$ cat src/design/assert_macros.svh
`ifndef ASSERT_MACROS_SVH
`define ASSERT_MACROS_SVH

// Same-cycle implication, clocked on aclk and masked during reset.
`define ASSERT_SAME(lbl, ante, cons) \
    lbl: assert property (@(posedge aclk) disable iff (!aresetn) (ante) |-> (cons)) \
        else $error("same-cycle check failed");

// Next-cycle implication, clocked on aclk and masked during reset.
`define ASSERT_NEXT(lbl, ante, cons) \
    lbl: assert property (@(posedge aclk) disable iff (!aresetn) (ante) |=> (cons)) \
        else $error("next-cycle check failed");

`endif

$ cat src/design/rcs_dsp_pkg.sv
package rcs_dsp_pkg;

    // Widths
    localparam int LINE_BITS   = 24;
    localparam int LNUM_BITS   = LINE_BITS + 1;
    localparam int COUNT_BITS  = 32;
    localparam int CMP_BITS    = (COUNT_BITS > LNUM_BITS) ? COUNT_BITS : LNUM_BITS;
    localparam int MAX_RESULTS = 3;
    localparam int RCNT_BITS   = 2;

    // Register port
    localparam int APB_ADDR_BITS = 3;
    localparam int APB_DATA_BITS = 32;
    localparam int REG_IDX_BITS  = APB_ADDR_BITS - 2;
    localparam logic [REG_IDX_BITS-1:0] REG_SOURCE_LINE_COUNT = '0;

    // Input actions
    localparam logic ACT_BYTE = 1'b0;
    localparam logic ACT_END  = 1'b1;

    // Result kinds
    localparam logic [2:0] KIND_COPY   = 3'd0;
    localparam logic [2:0] KIND_INSERT = 3'd1;
    localparam logic [2:0] KIND_SKIP   = 3'd2;
    localparam logic [2:0] KIND_UNTERM = 3'd3;
    localparam logic [2:0] KIND_DONE   = 3'd4;
    localparam logic [2:0] KIND_ERROR  = 3'd5;

    // Error codes
    localparam logic [3:0] ERR_NONE        = 4'd0;
    localparam logic [3:0] ERR_TRUNCATED   = 4'd1;
    localparam logic [3:0] ERR_LINE_BEFORE = 4'd2;
    localparam logic [3:0] ERR_BEYOND      = 4'd3;
    localparam logic [3:0] ERR_NO_SPACE    = 4'd4;
    localparam logic [3:0] ERR_ZERO_COUNT  = 4'd5;
    localparam logic [3:0] ERR_NO_NEWLINE  = 4'd6;
    localparam logic [3:0] ERR_BAD_CMD     = 4'd7;
    localparam logic [3:0] ERR_DEL_PAST    = 4'd8;
    localparam logic [3:0] ERR_FINAL_APP   = 4'd9;

    // Script characters
    localparam logic [7:0] CH_DEL   = 8'h64;
    localparam logic [7:0] CH_APP   = 8'h61;
    localparam logic [7:0] CH_SPACE = 8'h20;
    localparam logic [7:0] CH_NL    = 8'h0a;
    localparam logic [7:0] CH_ZERO  = 8'h30;
    localparam logic [7:0] CH_NINE  = 8'h39;

    typedef struct packed {
        logic       action;
        logic [7:0] script_byte;
    } in_word_t;

    typedef struct packed {
        logic [2:0]           kind;
        logic [LINE_BITS-1:0] first_line;
        logic [LINE_BITS-1:0] line_count;
        logic [7:0]           data_byte;
        logic                 end_of_line;
        logic [3:0]           error_code;
        logic                 last;
    } out_word_t;

    // Results caused by one input word, in order
    typedef struct packed {
        out_word_t [MAX_RESULTS-1:0] slot;
        logic [RCNT_BITS-1:0]        count;
    } res_set_t;

    function automatic out_word_t make_result(
        input logic [2:0]           kind,
        input logic [LINE_BITS-1:0] first,
        input logic [LINE_BITS-1:0] cnt,
        input logic [7:0]           data,
        input logic                 eol,
        input logic [3:0]           err
    );
        out_word_t w;
        w.kind        = kind;
        w.first_line  = first;
        w.line_count  = cnt;
        w.data_byte   = data;
        w.end_of_line = eol;
        w.error_code  = err;
        w.last        = 1'b0;
        return w;
    endfunction

endpackage

$ cat src/design/rcs_delta_script_parser.sv
// RCS delta edit script parser.
// Script bytes enter on the s_ channel as one word each (action 0), and an
// end-of-script word (action 1) closes the script. Each word gives zero to
// three result words on the m_ channel: copy ranges, inserted bytes, skip
// ranges, an unterminated-line marker, done, or a numbered error.
// The APB port holds source_line_count at byte address 0; write it only
// while the block is idle. pready is always high.
// An accepted word waits in the input register and is parsed into the result
// register when that register can take it; its first result, if it has any,
// then raises m_valid.
// One word is accepted per cycle while each word gives at most one result and
// the receiver takes each result; a word with two or three results holds the
// input side while the receiver drains the results one word per cycle.
// When the receiver stalls, the pending results hold, the input register
// fills and s_ready drops; nothing is lost.
// Reset (aresetn low, synchronous) empties both registers, clears the parser
// and sets source_line_count to 0. An end word also clears the parser but
// keeps source_line_count.
module rcs_delta_script_parser (
    input  logic                                     aclk,
    input  logic                                     aresetn,
    input  logic                                     psel,
    input  logic                                     penable,
    input  logic                                     pwrite,
    input  logic [rcs_dsp_pkg::APB_ADDR_BITS-1:0]    paddr,
    input  logic [rcs_dsp_pkg::APB_DATA_BITS-1:0]    pwdata,
    output logic [rcs_dsp_pkg::APB_DATA_BITS-1:0]    prdata,
    output logic                                     pready,
    input  logic                                     s_valid,
    output logic                                     s_ready,
    input  rcs_dsp_pkg::in_word_t                    s_word,
    output logic                                     m_valid,
    input  logic                                     m_ready,
    output rcs_dsp_pkg::out_word_t                   m_word
);

    logic [rcs_dsp_pkg::LINE_BITS-1:0]    src_reg;
    logic [rcs_dsp_pkg::REG_IDX_BITS-1:0] reg_idx;
    logic                                 cfg_wr;
    rcs_dsp_pkg::in_word_t                in_word_reg;
    logic                                 in_full_reg;
    logic                                 can_load;
    logic                                 advance;
    rcs_dsp_pkg::res_set_t                res;

    // Register port decode
    assign pready  = 1'b1;
    assign reg_idx = paddr[rcs_dsp_pkg::APB_ADDR_BITS-1:2];
    assign cfg_wr  = psel && penable && pwrite && pready;

    always_comb begin
        prdata = '0;
        if (reg_idx == rcs_dsp_pkg::REG_SOURCE_LINE_COUNT) begin
            prdata = rcs_dsp_pkg::APB_DATA_BITS'(src_reg);
        end
    end

    always_ff @(posedge aclk) begin
        if (!aresetn) begin
            src_reg <= '0;
        end else if (cfg_wr && reg_idx == rcs_dsp_pkg::REG_SOURCE_LINE_COUNT) begin
            src_reg <= pwdata[rcs_dsp_pkg::LINE_BITS-1:0];
        end
    end

    // Input register: move the word on when the result register can take it
    assign advance = in_full_reg && can_load;
    assign s_ready = !in_full_reg || advance;

    always_ff @(posedge aclk) begin
        if (!aresetn) begin
            in_full_reg <= 1'b0;
        end else if (s_valid && s_ready) begin
            in_full_reg <= 1'b1;
        end else if (advance) begin
            in_full_reg <= 1'b0;
        end
    end

    always_ff @(posedge aclk) begin
        if (s_valid && s_ready) begin
            in_word_reg <= s_word;
        end
    end

    rcs_dsp_parser u_parser (
        .aclk      (aclk),
        .aresetn   (aresetn),
        .advance   (advance),
        .in_word   (in_word_reg),
        .src_count (src_reg),
        .res       (res)
    );

    rcs_dsp_outq u_outq (
        .aclk     (aclk),
        .aresetn  (aresetn),
        .load     (advance),
        .res      (res),
        .can_load (can_load),
        .m_valid  (m_valid),
        .m_ready  (m_ready),
        .m_word   (m_word)
    );

endmodule

$ cat src/design/rcs_dsp_parser.sv
`include "assert_macros.svh"

module rcs_dsp_parser (
    input  logic                             aclk,
    input  logic                             aresetn,
    input  logic                             advance,
    input  rcs_dsp_pkg::in_word_t            in_word,
    input  logic [rcs_dsp_pkg::LINE_BITS-1:0] src_count,
    output rcs_dsp_pkg::res_set_t            res
);

    localparam int LB = rcs_dsp_pkg::LINE_BITS;
    localparam int LN = rcs_dsp_pkg::LNUM_BITS;
    localparam int CB = rcs_dsp_pkg::COUNT_BITS;
    localparam int CM = rcs_dsp_pkg::CMP_BITS;

    localparam logic [1:0] PH_IDLE   = 2'd0;
    localparam logic [1:0] PH_LINE   = 2'd1;
    localparam logic [1:0] PH_COUNT  = 2'd2;
    localparam logic [1:0] PH_INSERT = 2'd3;

    logic [1:0]    phase_reg, phase_next;
    logic [7:0]    cmd_reg, cmd_next;
    logic [LN-1:0] line_reg, line_next;
    logic [CB-1:0] count_reg, count_next;
    logic [LB-1:0] copied_reg, copied_next;
    logic [CB-1:0] left_reg, left_next;
    logic          has_reg, has_next;
    logic [3:0]    sticky_reg, sticky_next;

    logic [7:0]    in_byte;
    logic [7:0]    byte_off;
    logic [3:0]    digit;
    logic          is_digit;
    logic [LN+3:0] line_x10;
    logic [LN-1:0] line_acc;
    logic [CB+3:0] count_x10;
    logic [CB-1:0] count_acc;
    logic          is_del;
    logic          is_app;
    logic          beyond;
    logic [LN-1:0] l_eff;
    logic [LN-1:0] src_ext;
    logic [LN-1:0] copied_ext;
    logic [LN-1:0] avail;
    logic [LN-1:0] gap;
    logic          copy_needed;
    logic          count_too_big;
    logic          src_more;

    // Decimal digit decode and saturating accumulate
    assign in_byte   = in_word.script_byte;
    assign byte_off  = in_byte - rcs_dsp_pkg::CH_ZERO;
    assign digit     = byte_off[3:0];
    assign is_digit  = (in_byte >= rcs_dsp_pkg::CH_ZERO) && (in_byte <= rcs_dsp_pkg::CH_NINE);
    assign line_x10  = {1'b0, line_reg, 3'b000} + {3'b000, line_reg, 1'b0}
                     + {{LN{1'b0}}, digit};
    assign line_acc  = (line_x10 > {4'b0000, {LN{1'b1}}}) ? {LN{1'b1}} : line_x10[LN-1:0];
    assign count_x10 = {1'b0, count_reg, 3'b000} + {3'b000, count_reg, 1'b0}
                     + {{CB{1'b0}}, digit};
    assign count_acc = (count_x10 > {4'b0000, {CB{1'b1}}}) ? {CB{1'b1}} : count_x10[CB-1:0];

    // Header checks
    assign is_del        = (cmd_reg == rcs_dsp_pkg::CH_DEL);
    assign is_app        = (cmd_reg == rcs_dsp_pkg::CH_APP);
    assign beyond        = is_del && (line_reg == '0);
    assign l_eff         = is_del ? (line_reg - {{(LN-1){1'b0}}, 1'b1}) : line_reg;
    assign src_ext       = {1'b0, src_count};
    assign copied_ext    = {1'b0, copied_reg};
    assign avail         = src_ext - line_reg;
    assign gap           = line_reg - copied_ext;
    assign copy_needed   = (line_reg > copied_ext);
    assign count_too_big = (CM'(count_reg) > CM'(avail));
    assign src_more      = (src_count > copied_reg);

    // Next state and results for the word in the input register
    always_comb begin
        logic [rcs_dsp_pkg::RCNT_BITS-1:0] k;
        phase_next  = phase_reg;
        cmd_next    = cmd_reg;
        line_next   = line_reg;
        count_next  = count_reg;
        copied_next = copied_reg;
        left_next   = left_reg;
        has_next    = has_reg;
        sticky_next = sticky_reg;
        res         = '0;
        k           = '0;
        if (in_word.action == rcs_dsp_pkg::ACT_END) begin
            priority if (sticky_reg != rcs_dsp_pkg::ERR_NONE) begin
                res.slot[k] = rcs_dsp_pkg::make_result(rcs_dsp_pkg::KIND_ERROR, '0, '0, '0,
                                                       1'b0, sticky_reg);
                k = k + 1'b1;
            end else if (phase_reg == PH_LINE || phase_reg == PH_COUNT) begin
                res.slot[k] = rcs_dsp_pkg::make_result(rcs_dsp_pkg::KIND_ERROR, '0, '0, '0,
                                                       1'b0, rcs_dsp_pkg::ERR_TRUNCATED);
                k = k + 1'b1;
            end else if (phase_reg == PH_INSERT &&
                         (left_reg != {{(CB-1){1'b0}}, 1'b1} || !has_reg)) begin
                res.slot[k] = rcs_dsp_pkg::make_result(rcs_dsp_pkg::KIND_ERROR, '0, '0, '0,
                                                       1'b0, rcs_dsp_pkg::ERR_FINAL_APP);
                k = k + 1'b1;
            end else begin
                if (phase_reg == PH_INSERT) begin
                    res.slot[k] = rcs_dsp_pkg::make_result(rcs_dsp_pkg::KIND_UNTERM, '0, '0,
                                                           '0, 1'b0, rcs_dsp_pkg::ERR_NONE);
                    k = k + 1'b1;
                end
                if (src_more) begin
                    res.slot[k] = rcs_dsp_pkg::make_result(rcs_dsp_pkg::KIND_COPY, copied_reg,
                                                           src_count - copied_reg, '0, 1'b0,
                                                           rcs_dsp_pkg::ERR_NONE);
                    k = k + 1'b1;
                end
                res.slot[k] = rcs_dsp_pkg::make_result(rcs_dsp_pkg::KIND_DONE, '0, '0, '0,
                                                       1'b0, rcs_dsp_pkg::ERR_NONE);
                k = k + 1'b1;
            end
            // Return to reset state for the next script
            phase_next  = PH_IDLE;
            cmd_next    = '0;
            line_next   = '0;
            count_next  = '0;
            copied_next = '0;
            left_next   = '0;
            has_next    = 1'b0;
            sticky_next = rcs_dsp_pkg::ERR_NONE;
        end else if (sticky_reg != rcs_dsp_pkg::ERR_NONE) begin
            // Drop bytes after an error
            k = '0;
        end else begin
            unique case (phase_reg)
                PH_IDLE: begin
                    cmd_next   = in_byte;
                    line_next  = '0;
                    count_next = '0;
                    phase_next = PH_LINE;
                end
                PH_LINE: begin
                    priority if (is_digit) begin
                        line_next = line_acc;
                    end else if (!beyond && l_eff < copied_ext) begin
                        sticky_next = rcs_dsp_pkg::ERR_LINE_BEFORE;
                    end else if (beyond || l_eff > src_ext) begin
                        sticky_next = rcs_dsp_pkg::ERR_BEYOND;
                    end else if (in_byte != rcs_dsp_pkg::CH_SPACE) begin
                        sticky_next = rcs_dsp_pkg::ERR_NO_SPACE;
                    end else begin
                        line_next  = l_eff;
                        phase_next = PH_COUNT;
                    end
                end
                PH_COUNT: begin
                    priority if (is_digit) begin
                        count_next = count_acc;
                    end else if (count_reg == '0) begin
                        sticky_next = rcs_dsp_pkg::ERR_ZERO_COUNT;
                    end else if (in_byte != rcs_dsp_pkg::CH_NL) begin
                        sticky_next = rcs_dsp_pkg::ERR_NO_NEWLINE;
                    end else if (!is_app && !is_del) begin
                        sticky_next = rcs_dsp_pkg::ERR_BAD_CMD;
                    end else if (is_del && (count_reg == {CB{1'b1}} || count_too_big)) begin
                        sticky_next = rcs_dsp_pkg::ERR_DEL_PAST;
                    end else begin
                        if (copy_needed) begin
                            res.slot[k] = rcs_dsp_pkg::make_result(rcs_dsp_pkg::KIND_COPY,
                                copied_reg, gap[LB-1:0], '0, 1'b0, rcs_dsp_pkg::ERR_NONE);
                            k = k + 1'b1;
                        end
                        if (is_app) begin
                            copied_next = line_reg[LB-1:0];
                            left_next   = count_reg;
                            has_next    = 1'b0;
                            phase_next  = PH_INSERT;
                        end else begin
                            res.slot[k] = rcs_dsp_pkg::make_result(rcs_dsp_pkg::KIND_SKIP,
                                line_reg[LB-1:0], count_reg[LB-1:0], '0, 1'b0,
                                rcs_dsp_pkg::ERR_NONE);
                            k = k + 1'b1;
                            copied_next = line_reg[LB-1:0] + count_reg[LB-1:0];
                            phase_next  = PH_IDLE;
                        end
                    end
                end
                PH_INSERT: begin
                    res.slot[k] = rcs_dsp_pkg::make_result(rcs_dsp_pkg::KIND_INSERT, '0, '0,
                        in_byte, in_byte == rcs_dsp_pkg::CH_NL, rcs_dsp_pkg::ERR_NONE);
                    k = k + 1'b1;
                    if (in_byte == rcs_dsp_pkg::CH_NL) begin
                        has_next  = 1'b0;
                        left_next = left_reg - {{(CB-1){1'b0}}, 1'b1};
                        if (left_reg == {{(CB-1){1'b0}}, 1'b1}) begin
                            phase_next = PH_IDLE;
                        end
                    end else begin
                        has_next = 1'b1;
                    end
                end
                default: begin
                    phase_next = PH_IDLE;
                end
            endcase
            // Report a new error on the byte that sets it
            if (sticky_next != rcs_dsp_pkg::ERR_NONE) begin
                res.slot[k] = rcs_dsp_pkg::make_result(rcs_dsp_pkg::KIND_ERROR, '0, '0, '0,
                                                       1'b0, sticky_next);
                k = k + 1'b1;
            end
        end
        // Flag the final result of this word
        if (k != '0) begin
            res.slot[k - 1'b1].last = 1'b1;
        end
        res.count = k;
    end

    // Commit parser state when the word moves on
    always_ff @(posedge aclk) begin
        if (!aresetn) begin
            phase_reg  <= PH_IDLE;
            cmd_reg    <= '0;
            line_reg   <= '0;
            count_reg  <= '0;
            copied_reg <= '0;
            left_reg   <= '0;
            has_reg    <= 1'b0;
            sticky_reg <= rcs_dsp_pkg::ERR_NONE;
        end else if (advance) begin
            phase_reg  <= phase_next;
            cmd_reg    <= cmd_next;
            line_reg   <= line_next;
            count_reg  <= count_next;
            copied_reg <= copied_next;
            left_reg   <= left_next;
            has_reg    <= has_next;
            sticky_reg <= sticky_next;
        end
    end

    `ASSERT_NEXT(a_end_clears, advance && in_word.action == rcs_dsp_pkg::ACT_END,
                 phase_reg == PH_IDLE && sticky_reg == rcs_dsp_pkg::ERR_NONE)
    `ASSERT_SAME(a_quiet_after_err,
                 advance && in_word.action == rcs_dsp_pkg::ACT_BYTE &&
                 sticky_reg != rcs_dsp_pkg::ERR_NONE,
                 res.count == '0)

endmodule

$ cat src/design/rcs_dsp_outq.sv
`include "assert_macros.svh"

module rcs_dsp_outq (
    input  logic                   aclk,
    input  logic                   aresetn,
    input  logic                   load,
    input  rcs_dsp_pkg::res_set_t  res,
    output logic                   can_load,
    output logic                   m_valid,
    input  logic                   m_ready,
    output rcs_dsp_pkg::out_word_t m_word
);

    rcs_dsp_pkg::out_word_t [rcs_dsp_pkg::MAX_RESULTS-1:0] slot_reg;
    logic [rcs_dsp_pkg::RCNT_BITS-1:0] n_reg;
    logic [rcs_dsp_pkg::RCNT_BITS-1:0] head_reg;
    logic [rcs_dsp_pkg::RCNT_BITS-1:0] head_inc;

    // Pending results run from head up to count
    assign head_inc = head_reg + 1'b1;
    assign m_valid  = (head_reg != n_reg);
    assign can_load = !m_valid || (m_ready && head_inc == n_reg);

    // Select the word at the head
    always_comb begin
        m_word = '0;
        for (int i = 0; i < rcs_dsp_pkg::MAX_RESULTS; i++) begin
            if (head_reg == i[rcs_dsp_pkg::RCNT_BITS-1:0]) begin
                m_word = slot_reg[i];
            end
        end
    end

    // Results hold their payload; no reset needed
    always_ff @(posedge aclk) begin
        if (load) begin
            slot_reg <= res.slot;
        end
    end

    // Load a new set, or advance on each taken word
    always_ff @(posedge aclk) begin
        if (!aresetn) begin
            n_reg    <= '0;
            head_reg <= '0;
        end else if (load) begin
            n_reg    <= res.count;
            head_reg <= '0;
        end else if (m_valid && m_ready) begin
            head_reg <= head_inc;
        end
    end

    `ASSERT_SAME(a_last_on_final, m_valid && m_word.last, head_inc == n_reg)
    `ASSERT_SAME(a_no_overwrite, load && m_valid, m_ready && m_word.last)

endmodule
$ cat config.mk
export PLATFORM = sky130hd
export DESIGN_NAME = rcs_delta_script_parser
export DESIGN_NICKNAME = d
export VERILOG_FILES = /design/src/design/rcs_dsp_pkg.sv /design/src/design/rcs_delta_script_parser.sv /design/src/design/rcs_dsp_parser.sv /design/src/design/rcs_dsp_outq.sv
export VERILOG_INCLUDE_DIRS = /design/src /design/src/design
export SDC_FILE = /design/constraint.sdc
export NUM_CORES = 1
export LEC_CHECK = 0
export BUFFER_PORTS_ARGS = -buffer_cell sky130_fd_sc_hd__buf_2
export CORE_UTILIZATION = 58
export DETAILED_ROUTE_END_ITERATION = 8
export PLACE_DENSITY = 0.8
export SLEW_MARGIN = 20
export SYNTH_ARGS = -nofsm -noshare
export SYNTH_HDL_FRONTEND = slang
export SYNTH_HIERARCHICAL = 1
export SYNTH_SLANG_ARGS = --single-unit
$ cat constraint.sdc
create_clock -name aclk -period 9.78 [get_ports aclk]
set_input_delay 1.956 -clock aclk [delete_from_list [all_inputs] [get_ports aclk]]
set_output_delay 1.956 -clock aclk [all_outputs]
set_load 0.01 [all_outputs]
### Word level (Yosys, flattened, before mapping)

Index checks and enable logic that the tools add are counted.

* flip-flop bits (word level): 361
* bits in latches: 0
* memory bits (writable): 0
* bits in read-only memories: 0
* input bits: 51
* logic and storage cells: 335
* memories kept: 0

* add/sub/neg operators: 17
* multipliers: 0
* divide/modulo/power cells: 0
* magnitude comparators: 19
* equal/unequal tests: 37
* shifts and indexed selects: 0
* muxes and demuxes: 170
* bitwise operators: 5
* reduce and logical (&&, ||, !) cells: 52

Operator list (number)
* $mux W195: 15
* $mux W65: 24
* $bwmux W195: 4
* $mux W130: 6
* $demux W65 S2: 5
* $mux W32: 13
* $mux W24: 10
* $mux W25: 8
* $and A192 B192 Y192: 1
* $not A192 Y192: 1
* $pmux W65 S2: 1
* $pmux W32 S2: 2
* $mux W2: 45
* $mux W64: 1
* $mux W62: 1
* $mux W4: 13
* $gt A25 B24 Y1: 2
* $pmux W25 S2: 1
* $sub A24 B24 Y24: 2
* $add A35 B33 Y36: 1
* $add A36 B4 Y36: 1
* $gt A36 B32 Y1 const B: 1
* $ne A3 B3 Y1 const B: 11
* $eq A32 B1 Y1 const B: 1
* 56 further kinds: 130

### Depth between registers and ports, before layout

Gate-level depths: netlist of the first run.

* depth in word-level cells: 33
* mapped depth: 29
* gate-level depth less buffers: 29

### Modules after synthesis

The synthesis of the first run kept the hierarchy.

By module, submodules not included
* rcs_dsp_parser: instances 1, cells an instance 2618, area each 19130.8 um2, seq. area each 2562.5 um2
* rcs_dsp_outq: instances 1, cells an instance 518, area each 8026.4 um2, seq. area each 5935.7 um2
* rcs_delta_script_parser: instances 1, cells an instance 157, area each 1545.2 um2, seq. area each 770.7 um2

### Least setup slack after synthesis of the first run

OpenSTA, ideal clock, no wires.

* path kind: in2reg
* start: in m_ready
* end: reg u_parser.left_reg[10]
* library setup time: 0.128 ns
* arrival time: 9.428 ns
* required time: 9.652 ns
* setup slack: 0.225 ns
* stages on the path: 11
* path buffers: 2
* path through: nand2b_1 -> o311ai_1 -> and2_1 -> o21ai_1 -> a21o_1 -> a31o_2 -> clkbuf_1 -> clkbuf_1 -> o21ai_0 -> o21a_1 -> nor2_1

* longest elaborated chain between the ends: 4

RTL lines
* from (decl): line rcs_delta_script_parser.sv:33 `input logic m_ready,`
* $logic_and A1 B1 Y1: line rcs_dsp_outq.sv:22 `assign can_load = !m_valid || (m_ready && head_inc == n_reg);`
* $logic_or A1 B1 Y1: line rcs_dsp_outq.sv:22
* net can_load: line rcs_delta_script_parser.sv:42 `logic can_load;`
* $logic_and A1 B1 Y1: line rcs_delta_script_parser.sv:67 `assign advance = in_full_reg && can_load;`
* net advance: line rcs_delta_script_parser.sv:43 `logic advance;`
* $reduce_and A10 Y1 (no source line)
* to (signal assigned): line rcs_dsp_parser.sv:234 `left_reg <= left_next;`
* to (decl): line rcs_dsp_parser.sv:27 `logic [CB-1:0] left_reg, left_next;`

The timed path passes the listed nets, and every way through them passes these cells.
A chain may end at the register's enable or synchronous reset.

==> results.cfg, run 1 <==
[global_routing]
grt-ovfl-total = 0
grt_usage_pct = 35.7
grt_pass1_wl_um = 139000
antenna_found_initial = 1
grt_pass1_vias = 24526
grt_max_degree = 99

[sta]
worstMarginPinSlew_ns = 1.13
tns_ns = 0
skew_ns = 0.0274
relSlewSlack_pct = 24.4
period_needed_ns = 8.04
grt_setup_unrepaired = false
hold_viol_final = 0
fmax_mhz = 124
setup_violations = 0
min_period_over_period_pct = 82.2
maxSlewViolCount = 0

[final_layout]
utilization_pct = 63.5
fin_nets = 3711
synthToLayoutAreaGrowth_pct = 8.15
fillers = 4237
largest_register_ff_count = 195
drive_gt1_share_pct = 11.2

[clock_tree]
cts_num_sinks = 361
clock_latency_ns = 0.59
hold_buffers = 0
cts_root_buffer = clkbuf_16
cts_setup_buffers = 0
worst_setup_hold_path_clk_slew_ns = 0.06
clockBufferDepth = 3
cts-buffers-inserted = 42
ctsHtreeMaxLevel = 2
cts_resized = 0
cts_tree = done

[die]
rows = 81
ios = 151
dieHeight_um = 224
core-area_sq_um = 48800
dieArea_sq_um = 50400
floorplan.initialDensity_pct = 58.8
die-width_um = 224

[yosys]
synth_seq_cells = 361
synth.cell_area_sq_um = 28700
ys.flop_type = edfxtp_1
synth_edf_count = 204
ys_types = 94
synthArstFlopShare_pct = 0
synth-xor-area-share_pct = 4.73
synth_top_family_by_area = compound AO/OA/AOI/OAI gates
synth_area_per_cell_sq_um = 8.72
synth_compound_area_share_pct = 22.4
ys_seq_area_share_pct = 32.3
synth_cells = 3293
synthSimpleGateAreaFrac_pct = 19.0
synth.area.mux_share_pct = 1.16
synth_fa_ha_area_share_pct = 13.4
ys_warn_count = 6

[power]
p_leak_nw = 13.1
power.density_nw_per_um2 = 129
power_mw = 4.01
peakVddDrop_v = 0.000108

[setup_path]
cp-end-kind = flop
cpMostUsedCell = a21oi_1
criticalPathCategory = reg2reg
crit_path_max_incr_delay_ns = 0.85
worstPathArrival_ns = 8.46
required_ns = 10.20
cp_slowest_cell = a211o_2
cp-start-kind = flop
worstPathMaxFanout = 48

[routing]
avgRoutedWirePerCell_um = 22.8
totalWireLength_um = 92400
via_count = 26223
dr.pass1.iters = 8
drcViolationCount = 0
antenna_left = 0
viasPerCell = 6.47
drt-initial-drc-count = 2942

[placed_design]
dp_hpwl_um = 68200
io_buffers = 131
gp_congestion = 0.987

[flow_run]
cap_violations = 0

[min_path]
hold_class = reg2reg

[run_status]
status = completed
-- worst max-delay path, delay by kind of cell (launching register included) --
| kind | cells | cell delay (ns) |
|---|---|---|
| compound gates | 16 | 4.54 |
| flops | 1 | 0.79 |
| fa+ha+maj | 2 | 0.76 |
| simple gates | 5 | 1.35 |
| xor+xnor | 1 | 0.17 |
| buf+inv | 1 | 0.23 |
-- metal layers --
metal | routed length, um | GRT usage, % | vias to the layer above | part of all wire (%)
met2 | 40800 | 56.2 | 1334 | 44
met5 | 0 | 0 | - | 0
met1 | 38400 | 49.0 | 12465 | 42
met3 | 9230 | 4.92 | 207 | 10
li1 | - | - | 12217 | -
met4 | 3920 | 15.6 | 0 | 4.2
-- through the flow --
| stage | instances | cell area [sq um] | hold WS, ns | setup slack [ns] |
|---|---|---|---|---|
| global placement | 3975 | 29600 | 0.464 | 1.76 |
| detailed placement | 3975 | 29600 | 0.482 | 1.61 |
| global route | 4053 | 31000 | 0.525 | 1.24 |
| CTS | 4051 | 31000 | 0.488 | 1.59 |
| floorplan | 3367 | 29000 | 0.450 | 0.225 |
| finish | 4054 | 31000 | 0.494 | 1.74 |
-- cells by family (layout without fill, tap and decap cells) --
logic type / after synthesis / after routing
DFF: 361 / 361
adders and majority gates: 303 / 303
AOI/OAI and AO/OA: 989 / 989
buffers and inverters: 389 / 411
muxes: 33 / 33
xor gates and xnor gates: 154 / 154
and+or+nand+nor: 1061 / 1061
other: 3 / 78
-- layout by cell type (no fill, tap or decap), types with 18 or more instances in the layout --
cell type and n:
a21oi_1 343, nand2_1 299, ha_1 292, nor2_1 228, edfxtp_1 204, dfxtp_1 157
inv_1 136, o21ai_0 134, buf_2 131, xnor2_1 98, nand4_1 82, conb_1 77
nor3_1 73, and3b_1 65, buf_4 63, o21ai_1 59, a21o_1 59, xor2_1 55
nor2b_1 47, nand3_1 47, a31oi_1 44, clkbuf_16 43, a21oi_2 41, nand2b_1 33
a221o_1 33, nor4_1 32, mux2i_1 31, a22o_1 28, or3_1 25, and2_1 24
and3_1 24, o21a_1 23, o221ai_1 22, a211oi_1 20, o221a_2 20, or2_2 18
o21bai_1 18, or4_1 18
-- report_power, final --
group          switching, mW  internal, mW
clock network          0.676         0.993
logic                  0.402         0.217
registers             0.0381          1.69
-- synth_stat cells, drive strengths merged, types with 7 or more instances --
master     n  area [sq um]
o22ai     17           106
a211o      8          70.1
o31a       7          61.3
xor2      55           482
xnor2     99           875
a211oi    22           175
or4       19           146
a22oi      7          52.6
a31oi     44           275
nor3      76           397
o21ai    195           980
nand4     82           513
o221ai    22           193
o31ai     15           126
a21boi     7          52.6
buf      122           983
o211ai    15           113
ha       295          3690
nor3b     12          90.1
nor2b     47           294
a22o      28           245
inv      138           518
nand2b    33           206
nand3     47           235
and2      25           156
a21o      59           443
and3b     65           569
nor4      38           272
edfxtp   204          6130
o221a     20           225
o21bai    18           135
clkbuf   128           482
a21oi    384          2080
fa         8           160
or3       25           156
and3      24           150
a2111oi   16           140
dfxtp    157          3140
or2       18           113
nand2    299          1120
o21a      23           173
nor2     232           871
a41oi      7          61.3
a221o     33           330
mux2i     31           310
-- layout make-up --
| class | count | area [sq um] | area share, % |
|---|---|---|---|
| Antenna cell | 1 | 2.50 | 0.00806 |
| Clock buffer | 50 | 1130 | 3.65 |
| Clock inverter | 26 | 320 | 1.03 |
| Inverter | 139 | 522 | 1.68 |
| Multi-Input combinational cell | 2617 | 17800 | 57.4 |
| Sequential cell | 361 | 9270 | 29.9 |
| Tap cell | 664 | 831 | 2.68 |
| Timing Repair Buffer | 196 | 1150 | 3.72 |
-- final timing paths --
kind | start | to | slack (ns) | depth (start not counted)
hold / removal | u_parser/left_reg[17] | u_parser/left_reg[17] | 0.49 | 2
setup / recovery | u_parser/line_reg[1] | u_outq/slot_reg[124] | 1.74 | 25
setup reg to reg | u_parser/line_reg[1] | u_outq/slot_reg[124] | 1.74 | 25
hold reg to reg | u_parser/left_reg[17] | u_parser/left_reg[17] | 0.49 | 2
No activity file was read; power rests on OpenSTA's default activity.
==> inputs of run 2 (changes only) <==
--- a/config.mk
+++ b/config.mk
@@ -6,6 +6,7 @@
 export SDC_FILE = /design/constraint.sdc
 export NUM_CORES = 1
 export LEC_CHECK = 0
+export ABC_AREA = 1
 export BUFFER_PORTS_ARGS = -buffer_cell sky130_fd_sc_hd__buf_2
 export CORE_UTILIZATION = 58
 export DETAILED_ROUTE_END_ITERATION = 8
==> constraint.sdc (replaced) <==
create_clock -name aclk -period 6.8 [get_ports aclk]
set_input_delay 1.36 -clock aclk [delete_from_list [all_inputs] [get_ports aclk]]
set_output_delay 1.36 -clock aclk [all_outputs]
set_load 0.01 [all_outputs]
==> run 2 against run 1 <==
Sequential power grew 77%. Synthesized cell count is 25% higher. Via count is 12% higher. Cell area is 6.0% higher. Clock power grew 37%. Cell count is 21% higher. First-iteration DRC count rose by 12%. Worst setup slack worse by 0.75 ns. Clock-buffer cell count is 6 higher. Critical path depth up 11. Total power rose by 140%. Sequential cell count unchanged. Largest cell class unchanged.
==> results.cfg, run 2 <==
[setup_path]
crit_path_max_incr_delay_ns = 0.56
path_delay_family = simple AND/OR/NAND/NOR gates
cp_slowest_cell = dfxtp_1
criticalPathCategory = reg2reg
r2r_start = u_parser/line_reg[0]
worstPathMaxFanout = 48
cp-end-kind = flop
worstPathArrival_ns = 6.19
r2r_setup_slack_ns = 1.0
cpMostUsedCell = nand2_1
cp_num_buf_inv = 2
startpoint = u_parser/line_reg[0]
cp-start-kind = flop
required_ns = 7.19

[global_routing]
grt_max_degree = 82
antenna_found_initial = 1
grt_pass1_wl_um = 152000
grt_usage_pct = 36.3
grt_pass1_vias = 26686
grt-ovfl-total = 0

[routing]
via_count = 29242
antenna_left = 0
drcViolationCount = 0
viasPerCell = 5.98
totalWireLength_um = 99400
drt-initial-drc-count = 3290
dr.pass1.iters = 7
avgRoutedWirePerCell_um = 20.3

[sta]
hold_viol_final = 0
skew_ns = 0.0270
worstMarginPinSlew_ns = 1.06
fmax_mhz = 172
relSlewSlack_pct = 29.4
period_needed_ns = 5.80
tns_ns = 0
grt_setup_unrepaired = false
setup_violations = 0
min_period_over_period_pct = 85.3
whs_ns = 0.480
maxSlewViolCount = 0

[min_path]
hold_path.startpoint = u_outq/n_reg[0]
hold_class = reg2reg

[placed_design]
placedInstanceArea_sq_um = 31500
gp_congestion = 1.06
io_buffers = 131
dp_hpwl_um = 74300

[final_layout]
multi_input_area_sq_um = 18700
regArea_sq_um = 9270
synthToLayoutAreaGrowth_pct = 7.04
layout_commonest_cell = nand2_1
design_area_sq_um = 32900
largest_register_ff_count = 195
fin_nets = 4522
drive_gt1_share_pct = 12.1
fillers = 4705
mostFrequentLayoutCells = nand2_1, a21oi_1, nor2_1
utilization_pct = 62.8

[clock_tree]
cts_tree = done
worst_setup_hold_path_clk_slew_ns = 0.06
hold_buffers = 0
ctsHtreeMaxLevel = 2
clock_latency_ns = 0.59
cts-buffers-inserted = 41
clockBufferDepth = 3
cts_resized = 0
cts_setup_buffers = 0
cts_num_sinks = 361
cts_root_buffer = clkbuf_16

[yosys]
synth_commonest_cells = nand2_1, a21oi_1, nor2_1
synth_edf_count = 204
synth.area.mux_share_pct = 0
synth.top_cell.area_share_pct = 19.9
synth_seq_cells = 361
synthSimpleGateAreaFrac_pct = 24.2
synth_fa_ha_area_share_pct = 12.5
synthArstFlopShare_pct = 0
synth.cell_area_sq_um = 30700
ys_seq_area_share_pct = 30.1
synth_cells = 4105
synth_compound_area_share_pct = 18.9
synth_top_family_by_area = simple AND/OR/NAND/NOR gates
yosys.cell_count.top_type = nand2_1
ys.flop_type = edfxtp_1
synth_area_leaders = edfxtp_1, ha_1, dfxtp_1
ys_warn_count = 6
ys_types = 68
yosysTopAreaCell = edfxtp_1
synth_area_per_cell_sq_um = 7.49
synth-xor-area-share_pct = 4.07

[power]
p_sw_mw = 4.13
p_leak_nw = 14.9
pwr-share-clk_pct = 23.5
p_seq_share_pct = 31.5
peakVddDrop_v = 0.000257
sw_frac_of_total_pct = 42.5
power.density_nw_per_um2 = 295
p_int_mw = 5.59
power_frac_comb_pct = 45.0

[die]
floorplan.initialDensity_pct = 58.6
ios = 151
die-width_um = 232
dieArea_sq_um = 53900
rows = 84
core-area_sq_um = 52400
dieHeight_um = 232

[flow_run]
cap_violations = 0

[run_status]
status = completed
## run 2: changes by cell type after synthesis, sizes merged, moves of 37 or more
cell,previous run,this run
nand3,47,290
nor2b,47,0
buf,122,163
nand2,299,760
inv,138,421
clkbuf,128,83
nor2,232,455
o211ai,15,60
nand4,82,45
xnor2,99,60
and3b,65,0
a21oi,384,578
a21o,59,21
## run 2: final cells by class
| class | count | share of cell area, % |
|---|---|---|
| Timing Repair Buffer | 192 | 3.38 |
| Sequential cell | 361 | 28.2 |
| Antenna cell | 1 | 0.00760 |
| Inverter | 425 | 4.89 |
| Clock inverter | 18 | 0.700 |
| Clock buffer | 56 | 3.48 |
| Multi-Input combinational cell | 3147 | 56.8 |
| Tap cell | 688 | 2.62 |
## run 2: final timing paths
| check | cells past startpoint | end |
|---|---|---|
| min reg2reg | 2 | u_outq/n_reg[0] |
| max reg2reg | 36 | u_outq/slot_reg[87] |
| max | 36 | u_outq/slot_reg[87] |
| min | 2 | u_outq/n_reg[0] |
## run 2: power by group through the flow
stage | Sequential (mW) | Clock, mW | Combinational (mW)
3_3_place_gp | 3.08 | 0 | 4.23
6_report | 3.06 | 2.29 | 4.37
5_1_grt | 3.09 | 2.39 | 4.81
3_5_place_dp | 3.09 | 0 | 4.30
4_1_cts | 3.05 | 2.31 | 4.34
2_1_floorplan | 3.07 | 0 | 3.24
## run 2: logic make-up after synthesis
family	count (synthesis)
AND/OR/NAND/NOR	1647
AO/OA/AOI/OAI	977
buffers and inverters	671
flip-flops	361
adder cells (fa/ha/maj)	303
XOR/XNOR	143
other	3
## run 2: through the flow
stage,setup WS [ns],power [mW],instances
3_5_place_dp,1.18,7.40,4813
4_1_cts,1.13,9.70,4887
5_1_grt,0.430,10.3,4887
6_report,0.996,9.72,4888
3_3_place_gp,1.27,7.30,4813
2_1_floorplan,1.37,6.31,4179
## run 2: tightest hold or removal path, stage by stage, from the launching register on
cell and delay, ns:
dfxtp_1 0.31, inv_1 0.07, a21oi_1 0.06
## run 2: layer usage
layer	vias up	share of wire [%]	wire (um)	track usage, %
met1	13576	42	41900	50.1
met4	2	4.7	4680	16.3
li1	14033	-	-	-
met2	1409	43	43200	55.5
met5	-	0.010	10	0
met3	222	9.7	9660	6.11
